<file path="src/hw/rtl/od16_pkg.sv">
// ----------------------------------------------------------------------------
// od16_pkg
// Shared types and constants for the ordered dither to 16-bit pixel block.
// ----------------------------------------------------------------------------
package od16_pkg;

    localparam int MAX_DIM_DEFAULT = 4096;
    localparam int DIM_CFG_W       = 13;
    localparam int CFG_IDX_W       = 8;
    localparam int CFG_DATA_W      = 16;
    localparam int RANK_W          = 4;

    localparam logic [DIM_CFG_W-1:0] DIM_RESET = 13'd256;

    typedef enum logic [CFG_IDX_W-1:0] {
        REG_PIXEL_FORMAT = 8'd0,
        REG_FLIP_ROWS    = 8'd1,
        REG_IMAGE_WIDTH  = 8'd2,
        REG_IMAGE_HEIGHT = 8'd3
    } cfg_reg_t;

    typedef enum logic {
        FMT_RGBA4444 = 1'b0,
        FMT_RGB565   = 1'b1
    } pixel_fmt_t;

    // 4x4 Bayer pattern, each value less one (pattern 1..16 becomes 0..15)
    localparam logic [RANK_W-1:0] BAYER_RANK [16] = '{
        4'd0,  4'd8,  4'd2,  4'd10,
        4'd12, 4'd4,  4'd14, 4'd6,
        4'd3,  4'd11, 4'd1,  4'd9,
        4'd15, 4'd7,  4'd13, 4'd5
    };

    typedef struct packed {
        logic [RANK_W-1:0] rank;
        pixel_fmt_t        fmt;
        logic              last;
    } stage_ctl_t;

endpackage

</file>
<file path="src/hw/rtl/ordered_dither_to_16bit_pixel.sv">
// ----------------------------------------------------------------------------
// ordered_dither_to_16bit_pixel
// 4x4 ordered dither of RGBA8888 raster pixels to RGBA4444 or RGB565.
// ----------------------------------------------------------------------------
// Pipeline: the input beat is registered in the input stage, then the result in the result stage.
// Throughput: one pixel per cycle; only output back-pressure stalls the pipe.
// The pattern lookup feeds the input stage; the saturating add feeds the result stage.
// Reset: counters cleared, format RGBA4444, no flip, 256x256 image, pipe empty.
// Configuration writes are taken every cycle and do not clear the counters.
module ordered_dither_to_16bit_pixel #(
    parameter int MAX_DIM = od16_pkg::MAX_DIM_DEFAULT
) (
    input  logic                           clk,
    input  logic                           rst_n,
    input  logic                           cfg_valid,
    output logic                           cfg_ready,
    input  logic [od16_pkg::CFG_IDX_W-1:0]  cfg_index,
    input  logic [od16_pkg::CFG_DATA_W-1:0] cfg_data,
    input  logic                           in_valid,
    output logic                           in_ready,
    input  logic [7:0]                     red_in,
    input  logic [7:0]                     green_in,
    input  logic [7:0]                     blue_in,
    input  logic [7:0]                     alpha_in,
    output logic                           out_valid,
    input  logic                           out_ready,
    output logic [15:0]                    packed_pixel,
    output logic                           last_pixel
);
    import od16_pkg::*;

    localparam int CNT_W = (MAX_DIM > 1) ? $clog2(MAX_DIM) : 1;
    localparam int MAX_W = $clog2(MAX_DIM + 1);
    localparam int CMP_W = (MAX_W > DIM_CFG_W) ? MAX_W : DIM_CFG_W;
    localparam logic [CMP_W-1:0] MAX_DIM_C = CMP_W'(MAX_DIM);

    pixel_fmt_t           fmt_reg;
    logic                 flip_reg;
    logic [DIM_CFG_W-1:0] width_reg;
    logic [DIM_CFG_W-1:0] height_reg;

    logic [CNT_W-1:0]     col_reg;
    logic [CNT_W-1:0]     col_next;
    logic [CNT_W-1:0]     row_reg;
    logic [CNT_W-1:0]     row_next;

    logic                 s1_valid_reg;
    logic [7:0]           s1_red_reg;
    logic [7:0]           s1_green_reg;
    logic [7:0]           s1_blue_reg;
    logic [7:0]           s1_alpha_reg;
    stage_ctl_t           s1_ctl_reg;
    stage_ctl_t           s1_ctl_next;

    logic                 out_valid_reg;
    logic [15:0]          pixel_reg;
    logic                 last_reg;
    logic [15:0]          pixel_next;

    logic [CMP_W-1:0]     width_ext;
    logic [CMP_W-1:0]     height_ext;
    logic [CMP_W-1:0]     width_eff;
    logic [CMP_W-1:0]     height_eff;
    logic                 end_row;
    logic                 end_img;
    logic [1:0]           prow;
    logic                 in_beat;
    logic                 s1_adv;

    assign cfg_ready = 1'b1;

    always_ff @(posedge clk or negedge rst_n)
    begin
        if (!rst_n)
        begin
            fmt_reg    <= FMT_RGBA4444;
            flip_reg   <= 1'b0;
            width_reg  <= DIM_RESET;
            height_reg <= DIM_RESET;
        end
        else if (cfg_valid)
        begin
            unique case (cfg_index)
                REG_PIXEL_FORMAT: fmt_reg    <= pixel_fmt_t'(cfg_data[0]);
                REG_FLIP_ROWS:    flip_reg   <= cfg_data[0];
                REG_IMAGE_WIDTH:  width_reg  <= cfg_data[DIM_CFG_W-1:0];
                REG_IMAGE_HEIGHT: height_reg <= cfg_data[DIM_CFG_W-1:0];
                default:          ;
            endcase
        end
    end

    // zero acts as one, oversize acts as the maximum
    assign width_ext  = CMP_W'(width_reg);
    assign height_ext = CMP_W'(height_reg);
    assign width_eff  = (width_ext == '0) ? CMP_W'(1) :
                        (width_ext > MAX_DIM_C) ? MAX_DIM_C : width_ext;
    assign height_eff = (height_ext == '0) ? CMP_W'(1) :
                        (height_ext > MAX_DIM_C) ? MAX_DIM_C : height_ext;

    assign end_row = CMP_W'(col_reg) >= (width_eff - CMP_W'(1));
    assign end_img = CMP_W'(row_reg) >= (height_eff - CMP_W'(1));

    assign prow = flip_reg ? (height_eff[1:0] - 2'd1 - row_reg[1:0]) : row_reg[1:0];

    always_comb
    begin
        s1_ctl_next.rank = BAYER_RANK[{prow, col_reg[1:0]}];
        s1_ctl_next.fmt  = fmt_reg;
        s1_ctl_next.last = end_row && end_img;
    end

    always_comb
    begin
        if (end_row)
        begin
            col_next = '0;
            row_next = end_img ? '0 : row_reg + CNT_W'(1);
        end
        else
        begin
            col_next = col_reg + CNT_W'(1);
            row_next = row_reg;
        end
    end

    assign s1_adv   = !out_valid_reg || out_ready;
    assign in_ready = !s1_valid_reg || s1_adv;
    assign in_beat  = in_valid && in_ready;

    always_ff @(posedge clk or negedge rst_n)
    begin
        if (!rst_n)
        begin
            col_reg <= '0;
            row_reg <= '0;
        end
        else if (in_beat)
        begin
            col_reg <= col_next;
            row_reg <= row_next;
        end
    end

    // input stage
    always_ff @(posedge clk or negedge rst_n)
    begin
        if (!rst_n)
            s1_valid_reg <= 1'b0;
        else if (in_ready)
            s1_valid_reg <= in_valid;
    end

    always_ff @(posedge clk)
    begin
        if (in_beat)
        begin
            s1_red_reg   <= red_in;
            s1_green_reg <= green_in;
            s1_blue_reg  <= blue_in;
            s1_alpha_reg <= alpha_in;
            s1_ctl_reg   <= s1_ctl_next;
        end
    end

    od16_pack u_pack (
        .ctl   (s1_ctl_reg),
        .red   (s1_red_reg),
        .green (s1_green_reg),
        .blue  (s1_blue_reg),
        .alpha (s1_alpha_reg),
        .pixel (pixel_next)
    );

    // result stage
    always_ff @(posedge clk or negedge rst_n)
    begin
        if (!rst_n)
            out_valid_reg <= 1'b0;
        else if (s1_adv)
            out_valid_reg <= s1_valid_reg;
    end

    always_ff @(posedge clk)
    begin
        if (s1_adv && s1_valid_reg)
        begin
            pixel_reg <= pixel_next;
            last_reg  <= s1_ctl_reg.last;
        end
    end

    assign out_valid    = out_valid_reg;
    assign packed_pixel = pixel_reg;
    assign last_pixel   = last_reg;

    a_col_wrap: assert property (@(posedge clk) disable iff (!rst_n)
        in_beat && end_row |=> col_reg == '0)
        else $error("column counter did not wrap at end of row");

    a_col_step: assert property (@(posedge clk) disable iff (!rst_n)
        in_beat && !end_row |=> col_reg == $past(col_reg) + CNT_W'(1))
        else $error("column counter did not advance");

    a_s1_hold: assert property (@(posedge clk) disable iff (!rst_n)
        s1_valid_reg && !s1_adv |=> s1_valid_reg && $stable(s1_ctl_reg))
        else $error("input stage beat dropped while stalled");

    a_out_drain: assert property (@(posedge clk) disable iff (!rst_n)
        out_valid_reg && out_ready && !s1_valid_reg |=> !out_valid_reg)
        else $error("result beat repeated after drain");

endmodule

</file>
<file path="src/hw/rtl/od16_pack.sv">
// ----------------------------------------------------------------------------
// od16_pack
// Adds the dither offset to red, green and blue, saturates, reduces and packs the pixel.
// ----------------------------------------------------------------------------
module od16_pack (
    input  od16_pkg::stage_ctl_t ctl,
    input  logic [7:0]           red,
    input  logic [7:0]           green,
    input  logic [7:0]           blue,
    input  logic [7:0]           alpha,
    output logic [15:0]          pixel
);
    import od16_pkg::*;

    function automatic logic [7:0] sat_add(input logic [7:0] c, input logic [RANK_W-1:0] off);
        logic [8:0] sum;
        sum = {1'b0, c} + {5'd0, off};
        return sum[8] ? 8'hFF : sum[7:0];
    endfunction

    logic [RANK_W-1:0] off4;
    logic [RANK_W-1:0] off3;
    logic [RANK_W-1:0] off2;
    logic [7:0]        r4;
    logic [7:0]        g4;
    logic [7:0]        b4;
    logic [7:0]        r3;
    logic [7:0]        g2;
    logic [7:0]        b3;

    // 2^s * n / 17 equals (n - 1) >> (4 - s) for n in 1..16
    assign off4 = ctl.rank;
    assign off3 = ctl.rank >> 1;
    assign off2 = ctl.rank >> 2;

    assign r4 = sat_add(red, off4);
    assign g4 = sat_add(green, off4);
    assign b4 = sat_add(blue, off4);
    assign r3 = sat_add(red, off3);
    assign g2 = sat_add(green, off2);
    assign b3 = sat_add(blue, off3);

    always_comb
    begin
        unique case (ctl.fmt)
            FMT_RGBA4444: pixel = {r4[7:4], g4[7:4], b4[7:4], alpha[7:4]};
            FMT_RGB565:   pixel = {r3[7:3], g2[7:2], b3[7:3]};
            default:      pixel = '0;
        endcase
    end

endmodule
</file>
<file path="config.mk">
export PLATFORM = sky130hd
export DESIGN_NAME = ordered_dither_to_16bit_pixel
export DESIGN_NICKNAME = d
export VERILOG_FILES = /design/src/hw/rtl/od16_pkg.sv /design/src/hw/rtl/ordered_dither_to_16bit_pixel.sv /design/src/hw/rtl/od16_pack.sv
export SDC_FILE = /design/constraint.sdc
export NUM_CORES = 1
export LEC_CHECK = 0
export ABC_AREA = 1
export CELL_PAD_IN_SITES_DETAIL_PLACEMENT = 1
export CELL_PAD_IN_SITES_GLOBAL_PLACEMENT = 1
export CORE_MARGIN = 2
export CORE_UTILIZATION = 35
export CTS_CLUSTER_SIZE = 8
export DETAILED_ROUTE_END_ITERATION = 6
export DONT_BUFFER_PORTS = 1
export GPL_TIMING_DRIVEN = 0
export PLACE_DENSITY_LB_ADDON = 0.1
export SKIP_LAST_GASP = 1
export SYNTH_ARGS = -nofsm -noshare
export SYNTH_HDL_FRONTEND = slang
export SYNTH_SLANG_ARGS = --single-unit
</file>
<file path="constraint.sdc">
create_clock -name clk -period 9.6 [get_ports clk]
set_input_delay 0.96 -clock clk [delete_from_list [all_inputs] [get_ports clk]]
set_output_delay 0.96 -clock clk [all_outputs]
set_load 0.02 [all_outputs]
</file>
; ---- Word-level counts from Yosys, hierarchy flattened
; Memory sizes are Yosys's and may differ from the RTL's. A register that Yosys moved wholly into a read port is not among the register bits.
; Index checks and enable logic that the tools add are counted.
[classes]
eq_ne = 3
n_mux = 14
n_div = 0
shifts = 0
n_mul = 0
magnitude_cmp = 4
n_reduce_logical = 15
n_bitwise = 2
addsub = 12
[op_table]
columns = cell, count
row1 = $mux 13, 4
row2 = $mux 8, 6
row3 = $pmux 16 s2, 1
row4 = $add 8x4->9, 3
row5 = $ge 12x13->1, 2
row6 = $gt 13x13->1 const B, 2
row7 = $logic_not 13->1, 2
row8 = $sub 13x1->13 const B, 2
row9 = $add 12x1->12 const B, 2
row10 = $mux 12, 2
row11 = $add 8x3->9, 2
row12 = $eq 8x2->1 const B, 2
row13 = $reduce_and 2->1, 5
row14 = $add 8x2->9, 1
row15 = $eq 8x1->1 const B, 1
row16 = $logic_not 8->1, 1
row17 = $not 4->5, 1
row18 = $logic_and 1x1->1, 3
row19 = $logic_not 1->1, 2
row20 = $logic_or 1x1->1, 2
row21 = $mux 2, 1
row22 = $sub 2x1->2 const B, 1
row23 = $sub 2x2->2, 1
row24 = $not 1->1, 1
[word_totals]
latch_bits = 0
elab_cells = 67
mem_bits_ro = 64
register_bits = 105
memories = 1
out_inout_bits = 20
mem_bits_rw = 0
[memory_table]
columns = memory, depth, width, read_ports, rd_clocked_by_memory_dff, wr, line
row1 = (no name shown), 16, 4, 1, 1, 0, ordered_dither_to_16bit_pixel.sv:108  ; s1_ctl_next.rank = BAYER_RANK[{prow, col_reg[1:0]}];

; ---- Longest topological paths before layout
; Gate-level depths: netlist of run 1.
[logic_depth]
depth_word = 7
mapped_depth = 27
mapped_depth_nobuf = 25

; ---- Cells and area by module
; Synthesis of run 1 repeated with hierarchy kept, for this count alone.
[hier_totals]
cells_unflattened = 894
area_unflattened_um2 = 6962.9
[by_module_without_submodules]
columns = mod, cells_per_inst, area_each_um2, seq_area_each_um2, instances
row1 = ordered_dither_to_16bit_pixel, 591, 5546.6, 3005.4, 1
row2 = od16_pack, 303, 1416.4, 0.0, 1

; ---- Worst setup path after synthesis of run 1
; No wires, ideal clock.
[synth_path]
path_kind = register to register
start = register width_reg[8] (netlist: width_ext[8])
end = register row_reg[1]
period_less_slack_ps = 3109
n_path_buf = 2
setup_slack_ps = 6491
stages_incl_launch_ff = 28
t_required_ps = 9476
arrival_ps = 2986
cell_sequence = dfstp_2 -> inv_1 -> nand2_1 -> nor2_1 -> nand2_1 -> nand2_2 -> buf_4 -> nand2_1 -> o21ai_0 -> inv_1 -> ha_1 -> nand2_2 -> inv_1 -> nand2_1 -> xnor2_1 -> ha_1 -> nand2_1 -> nor3_1 -> a21oi_1 -> nand2_1 -> nand2_1 -> nand2_1 -> nand2_1 -> nand2_1 -> nand3_4 -> buf_6 -> nand2_1 -> o21ai_1
[synth_between]
elab_chain_len = 6
elab_cells_between_ends = 7
cone_classes = add/sub (1) / order compare (2) / mux (2) / reduce/logical (2)
[synth_rtl]
columns = item, line
row1 = from (decl), ordered_dither_to_16bit_pixel.sv:39  ; logic [DIM_CFG_W-1:0] width_reg;
row2 = from (signal assigned), ordered_dither_to_16bit_pixel.sv:86  ; REG_IMAGE_WIDTH: width_reg <= cfg_data[DIM_CFG_W-1:0];
row3 = $gt 13x13->1, ordered_dither_to_16bit_pixel.sv:97  ; (width_ext > MAX_DIM_C) ? MAX_DIM_C : width_ext;
row4 = $mux 13, ordered_dither_to_16bit_pixel.sv:97
row5 = $mux 13 *, ordered_dither_to_16bit_pixel.sv:96  ; assign width_eff = (width_ext == '0) ? CMP_W'(1) :
row6 = $sub 13x1->13 *, ordered_dither_to_16bit_pixel.sv:101  ; assign end_row = CMP_W'(col_reg) >= (width_eff - CMP_W'(1));
row7 = $ge 12x13->1 *, ordered_dither_to_16bit_pixel.sv:101
row8 = $reduce_and 2->1 (no line) *, n/a
row9 = to (signal assigned), ordered_dither_to_16bit_pixel.sv:141  ; row_reg <= row_next;
row10 = to (decl), ordered_dither_to_16bit_pixel.sv:44  ; logic [CNT_W-1:0] row_reg;
; Mark *: on every way between the ends. The rest lies on a longest branch, timed or not.
; A chain may end at the register's enable or synchronous reset.

; ---- Worst setup path after layout of run 1
[layout_path]
start = register width_reg[10] (netlist: width_ext[10])
end = register row_reg[0]
; The elaborated chain is that of the path after synthesis.

==> results of run 1 <==
## worst max-delay path by stage
stage / depth (start not counted) / startpoint / to / slack, ns
CTS: 26 / width_ext[8] / row_reg[0] / 5.83
floorplan: 27 / width_ext[8] / row_reg[1] / 6.49
global route: 26 / width_ext[10] / row_reg[1] / 5.42
global placement: 25 / width_ext[10] / row_reg[1] / 5.97
finish: 26 / width_ext[10] / row_reg[0] / 5.89
detailed placement: 26 / width_ext[10] / row_reg[0] / 5.88
## stage by stage
step / cells / total power [mW] / area, µm²
4_1_cts: 957 / 1.39 / 6770
6_report: 957 / 1.37 / 6770
3_5_place_dp: 941 / 1.01 / 6470
3_3_place_gp: 940 / 0.977 / 6450
5_1_grt: 957 / 1.48 / 6770
2_1_floorplan: 715 / 0.893 / 6170
## power breakdown
part | internal (mW) | switching (mW) | total [mW]
sequential | 0.534 | 0.0662 | 0.600
combinational | 0.154 | 0.239 | 0.393
clock | 0.204 | 0.175 | 0.379
total | 0.891 | 0.480 | 1.37
## area by class of cell
class | instances | area [µm²] | share of cell area
clock inverter | 6 | 65.1 | 0.00962
sequential | 105 | 2890 | 0.426
buffer | 12 | 77.6 | 0.0115
inverter | 81 | 304 | 0.0449
multi-input combinational | 517 | 2910 | 0.430
clock buffer | 10 | 229 | 0.0338
timing repair buffer | 1 | 15.0 | 0.00222
tap | 225 | 282 | 0.0416
## routing by layer
| layer | vias to the layer above | track usage | share of wire |
|---|---|---|---|
| met5 | - | 0 | 0 |
| met4 | 0 | 0.0401 | 0.0097 |
| met3 | 12 | 0.0415 | 0.032 |
| met2 | 73 | 0.313 | 0.50 |
| met1 | 2345 | 0.216 | 0.46 |
| li1 | 2387 | - | - |
## synth_stat cells, types with 2 or more instances
cell type / instances
nand2_1: 176
inv_1: 79
nor2_1: 67
o21ai_0: 60
dfrtp_1: 52
edfxtp_1: 51
ha_1: 43
nand3_1: 33
xor2_1: 33
a21oi_1: 28
xnor2_1: 13
nand4_1: 9
o21ai_2: 9
o21ai_1: 7
nor3_1: 6
buf_4: 4
clkbuf_1: 4
a21boi_0: 3
a31oi_1: 3
nand2_2: 3
nor2_2: 3
a211oi_1: 2
a31o_2: 2
buf_2: 2
buf_6: 2
dfstp_2: 2
inv_2: 2
nor4_1: 2
or2_2: 2
## worst max-delay path, delay by kind of cell, from the launching register on
family | cells | cell delay (ns)
AOI/OAI and AO/OA | 3 | 0.28
adders and majority gates | 2 | 0.55
DFF | 1 | 0.41
and+or+nand+nor | 16 | 1.64
xor gates and xnor gates | 1 | 0.09
buffers and inverters | 4 | 0.60
## kinds of logic after synthesis
logic type	after synthesis	share of synthesized area
xor gates and xnor gates	46	0.0653
DFF	105	0.467
and+or+nand+nor	309	0.211
buffers and inverters	93	0.0618
adders and majority gates	43	0.0872
AOI/OAI and AO/OA	118	0.107
other	1	0.000608
==> impl_metrics.ini, run 1 <==
[global_routing]
grt_max_degree = 55
grt_overflow = 0
grt_pass1_vias = 5092
grt_pass1_wl_mm = 25.6
grtUsageTotal = 0.176
antenna_found_initial = 0

[clock_tree]
numCtsBuffers = 9
post_cts_buffers = 0
clock-root-buffer = clkbuf_16
clockBufferDepth = 2
numClockSinks = 105
cts_tree = yes
insertion_delay_ns = 0.35
clk_pin_slew_worst_paths_ns = 0.07
ctsHoldBuffers = 0
cts_resized = 0
cts_htree_levels = 3

[cells_and_area]
n_fill_cell = 2054
final_cell_mix = nand2_1, inv_1, nor2_1, o21ai_0, dfrtp_1
drive_gt1_frac = 0.0669
largest_register_ffs = 16
nets = 831
postLayoutCoreUtil = 0.391
final_common_cell = nand2_1
antenna_cells = 0
area_growth_pct = 9.63

[critical_path]
max_stage_delay_ns = 0.41
crit_slowest_cell = dfrtp_1
r2r-end = row_reg[0]
reg2reg_depth = 26
critPathArrivalTime_ns = 3.95
end_kind = flop
crit_top_cell = nand2_1
critPathKind = reg2reg
critical_path_required_ns = 9.83
cp-start-kind = flop
cp_max_fo = 10
reg2reg_from = width_ext[10]
r2r_setup_slack_ns = 5.89

[route]
drcViolationCount = 0
vias_per_cell = 5.03
post_drt_wl_per_cell_um = 16.0
first_pass_iters = 4
wl_mm = 15.4
antenna_left = 0
vias = 4817
dr.first_iter.drc_count = 135

[power]
powerDensity_nw_per_um2 = 203
max-vdd-ir-drop_uv = 88.2
leakagePower_nw = 3.07

[sta]
slew_headroom = 0.421
fmax_mhz = 269
finalCritPeriodShare = 0.387
finalSetupTns_ns = 0
timing.final.ws_setup_ns = 5.89
maxSlewViolCount = 0
setup_violations = 0
clock-skew-final_ns = 0.00568
whs_ns = 0.293
tightest_slew_ns = 0.868
finalHoldViolCount = 0
rsz0062_at_grt = false
fin_crit_ns = 3.71

[die]
ios = 81
core_area_um2 = 17300
rows = 48
die-area_um2 = 18700
fp.dieW_um = 137
start_util = 0.357
chipHeight_um = 137

[yosys]
async_reset_ff_frac = 0.514
ys.warnings.count = 0
avgSynthCellArea_um2 = 8.63
synth.area.top_cells = edfxtp_1, dfrtp_1, nand2_1
syn_area_um2 = 6170
syn_inst = 715
synth_edf_count = 51
ys_seq_area_frac = 0.467
yosysTopAreaCell = edfxtp_1
ys_seq_elements = 105
synth_top_area_share = 0.248
ys_types = 42
synth-main-ff-cell = dfrtp_1
syn-num-nets = 819

[status]
status = finished, final reports clean

[placement]
pre_cts_ws_ns = 5.88
dp_hpwl_mm = 11.8
io_buffers = 0
place_congestion = 0.847

[worst_hold_path]
hp-class = in2async

[job]
drv_cap = 0
Note: power is estimated with default switching activity, not from simulation.
==> run 2, diff against run 1 <==
- ABC_AREA: 1 -> 0
- clock period: 9.6 -> 3.9 ns (I/O delays scaled with it)
==> impl_metrics.ini, run 2 <==
[yosys]
ys_types = 63
synth.area.top_cells = edfxtp_1, dfrtp_1, ha_1
ys_seq_area_frac = 0.483
synth-main-ff-cell = dfrtp_1
syn_area_um2 = 5980
synth_edf_count = 51
ys_seq_elements = 105
avgSynthCellArea_um2 = 10.9
synth_most_common_cell = dfrtp_1
yosysTopAreaCell = edfxtp_1
async_reset_ff_frac = 0.514
synth_top_area_share = 0.256
ys.warnings.count = 0
syn-num-nets = 652
synth_commonest_cells = dfrtp_1, edfxtp_1, nor2_1
syn_inst = 548

[sta]
setup_violations = 0
finalSetupTns_ns = 0
fin_crit_ns = 3.76
finalCritPeriodShare = 0.965
slew_headroom = 0.462
fmax_mhz = 266
clock-skew-final_ns = 0.00679
maxSlewViolCount = 0
tightest_slew_ns = 0.806
finalHoldViolCount = 0

[clock_tree]
clockBufferDepth = 2
numCtsBuffers = 9
cts_tree = yes
clk_pin_slew_worst_paths_ns = 0.08
numClockSinks = 105
insertion_delay_ns = 0.36
clock-root-buffer = clkbuf_16
cts_htree_levels = 3

[cells_and_area]
multi_input_area_um2 = 3220
n_fill_cell = 1799
final_cell_mix = edfxtp_1, dfrtp_1, nor2_1, ha_1, nand2_1
final_common_cell = edfxtp_1
nets = 693
largest_register_ffs = 16
drive_gt1_frac = 0.231
final_cells = 814
antenna_cells = 0
regArea_um2 = 2890
area_growth_pct = 18.6

[power]
p_clk_frac = 0.249
swShare = 0.350
intPower_mw = 2.39
seqPwrFrac = 0.398
powerDensity_nw_per_um2 = 518
p_switching_mw = 1.28
max-vdd-ir-drop_uv = 231
power_frac_comb = 0.352
leakagePower_nw = 2.94

[route]
post_drt_wl_per_cell_um = 18.0
wl_mm = 14.7
vias = 4459
vias_per_cell = 5.48
antenna_left = 0
dr.first_iter.drc_count = 138
first_pass_iters = 4
drcViolationCount = 0

[die]
ios = 81
rows = 47
chipHeight_um = 135
start_util = 0.359
core_area_um2 = 16600
die-area_um2 = 18100
fp.dieW_um = 135

[critical_path]
cp_max_fo = 10
critPathArrivalTime_ns = 4.00
reg2reg_depth = 17
critPathKind = reg2reg
end_kind = flop
cp-start-kind = flop
critical_path_required_ns = 4.14

[global_routing]
antenna_found_initial = 0
grtUsageTotal = 0.167
grt_overflow = 0
grt_pass1_wl_mm = 24.0
grt_pass1_vias = 4624
grt_max_degree = 55

[worst_hold_path]
min_path_cells = 0
hp-class = in2reg

[status]
status = finished, final reports clean

[job]
drv_cap = 0

[placement]
placed_cells = 769
place_congestion = 0.790
dp_hpwl_mm = 10.5
io_buffers = 0
-- run 2: cell types whose count changed in the layout (fill, tap and decap cells not counted), moves of 9 or more --
cell and delta:
buf_4 +25, and3_1 +13, nand2b_1 +10, mux2_2 +34, o21ai_0 -40, a221o_1 +9, nand3_1 -17, o21ai_2 -9
nor2_1 -25, nor2b_1 +12, xor2_1 -26, nand2_1 -140, inv_1 -68
-- run 2: path summary, 6_finish.rpt --
path	end	slack (ns)	startpoint
max	row_reg[10]	0.14	width_ext[5]
min	s1_red_reg[4]	0.12	red_in[4]
max reg2reg	row_reg[10]	0.14	width_ext[5]
min reg2reg	last_pixel	0.44	s1_ctl_reg[0]
max in group asynchronous	width_ext[8]	3.06	rst_n
min in group asynchronous	row_reg[9]	0.55	rst_n
-- run 2: timing repair --
item,in CTS,in global routing
hold buffers,2,0
resized for setup,39,22
buffers inserted,18,11
endpoints found under the setup margin,25,24
pin swaps,16,25
hold endpoints to repair,54,0
gates cloned,0,0
-- run 2: cells by family (layout without fill, tap and decap cells) --
family | count (synthesis) | in the layout | share of synthesized area
simple gates | 194 | 194 | 0.173
compound gates | 125 | 125 | 0.144
flops | 105 | 105 | 0.483
fa+ha+maj | 43 | 43 | 0.0900
mux | 36 | 36 | 0.0674
buf+inv | 28 | 74 | 0.0186
xor+xnor | 16 | 16 | 0.0235
other cells | 1 | 1 | 0.000628
-- run 2: power by group through the flow --
stage                     Sequential, mW  Clock [mW]  Combinational (mW)
after floorplan                     1.44           0               0.781
after global placement              1.48           0               0.973
after detailed placement            1.48           0                1.01
after CTS                           1.46       0.950                1.19
after global routing                1.49       0.981                1.46
final                               1.46       0.915                1.29
-- run 2: stage by stage --
step,worst slack (ns),cell area [µm²],hold slack [ns],utilization,total power [mW]
final,0.136,7090,0.121,0.426,3.67
after global routing,-0.0159,7090,0.103,0.426,3.93
after CTS,0.00321,6910,0.104,0.415,3.61
after detailed placement,-0.621,6280,0.0965,0.377,2.50
after global placement,-0.628,6260,0.0965,0.376,2.45
after floorplan,0.0263,5980,0.0944,-,2.22
-- run 2: critical path, cell delays in order (launching register included) --
cell and delay (ns):
dfrtp_1 0.46, nor3_4 0.30, nand3_2 0.17, nor4_4 0.16, o21bai_2 0.11, ha_4 0.20, nand2b_4 0.17, a41oi_2 0.18
a31oi_1 0.06, o21ai_1 0.10, ha_1 0.28, a21oi_2 0.13, nor2_1 0.05, a2111o_1 0.38, o221a_4 0.28, and3_4 0.17
buf_6 0.14, a221o_1 0.30
-- run 2: per-layer routing --
layer,track usage,part of all wire,vias to the layer above
met4,0.0485,0.017,0
met5,0,0,-
met2,0.289,0.50,69
met3,0.0480,0.049,13
li1,-,-,2153
met1,0.202,0.44,2224
-- run 2: layout make-up --
cell class,count,share of cell area
inverters,12,0.00636
well taps,220,0.0388
repair buffers,32,0.0385
flip-flops and latches,105,0.408
plain buffers,14,0.0120
clock buffers,9,0.0318
clock inverters,7,0.00989
multi-input cells,415,0.455
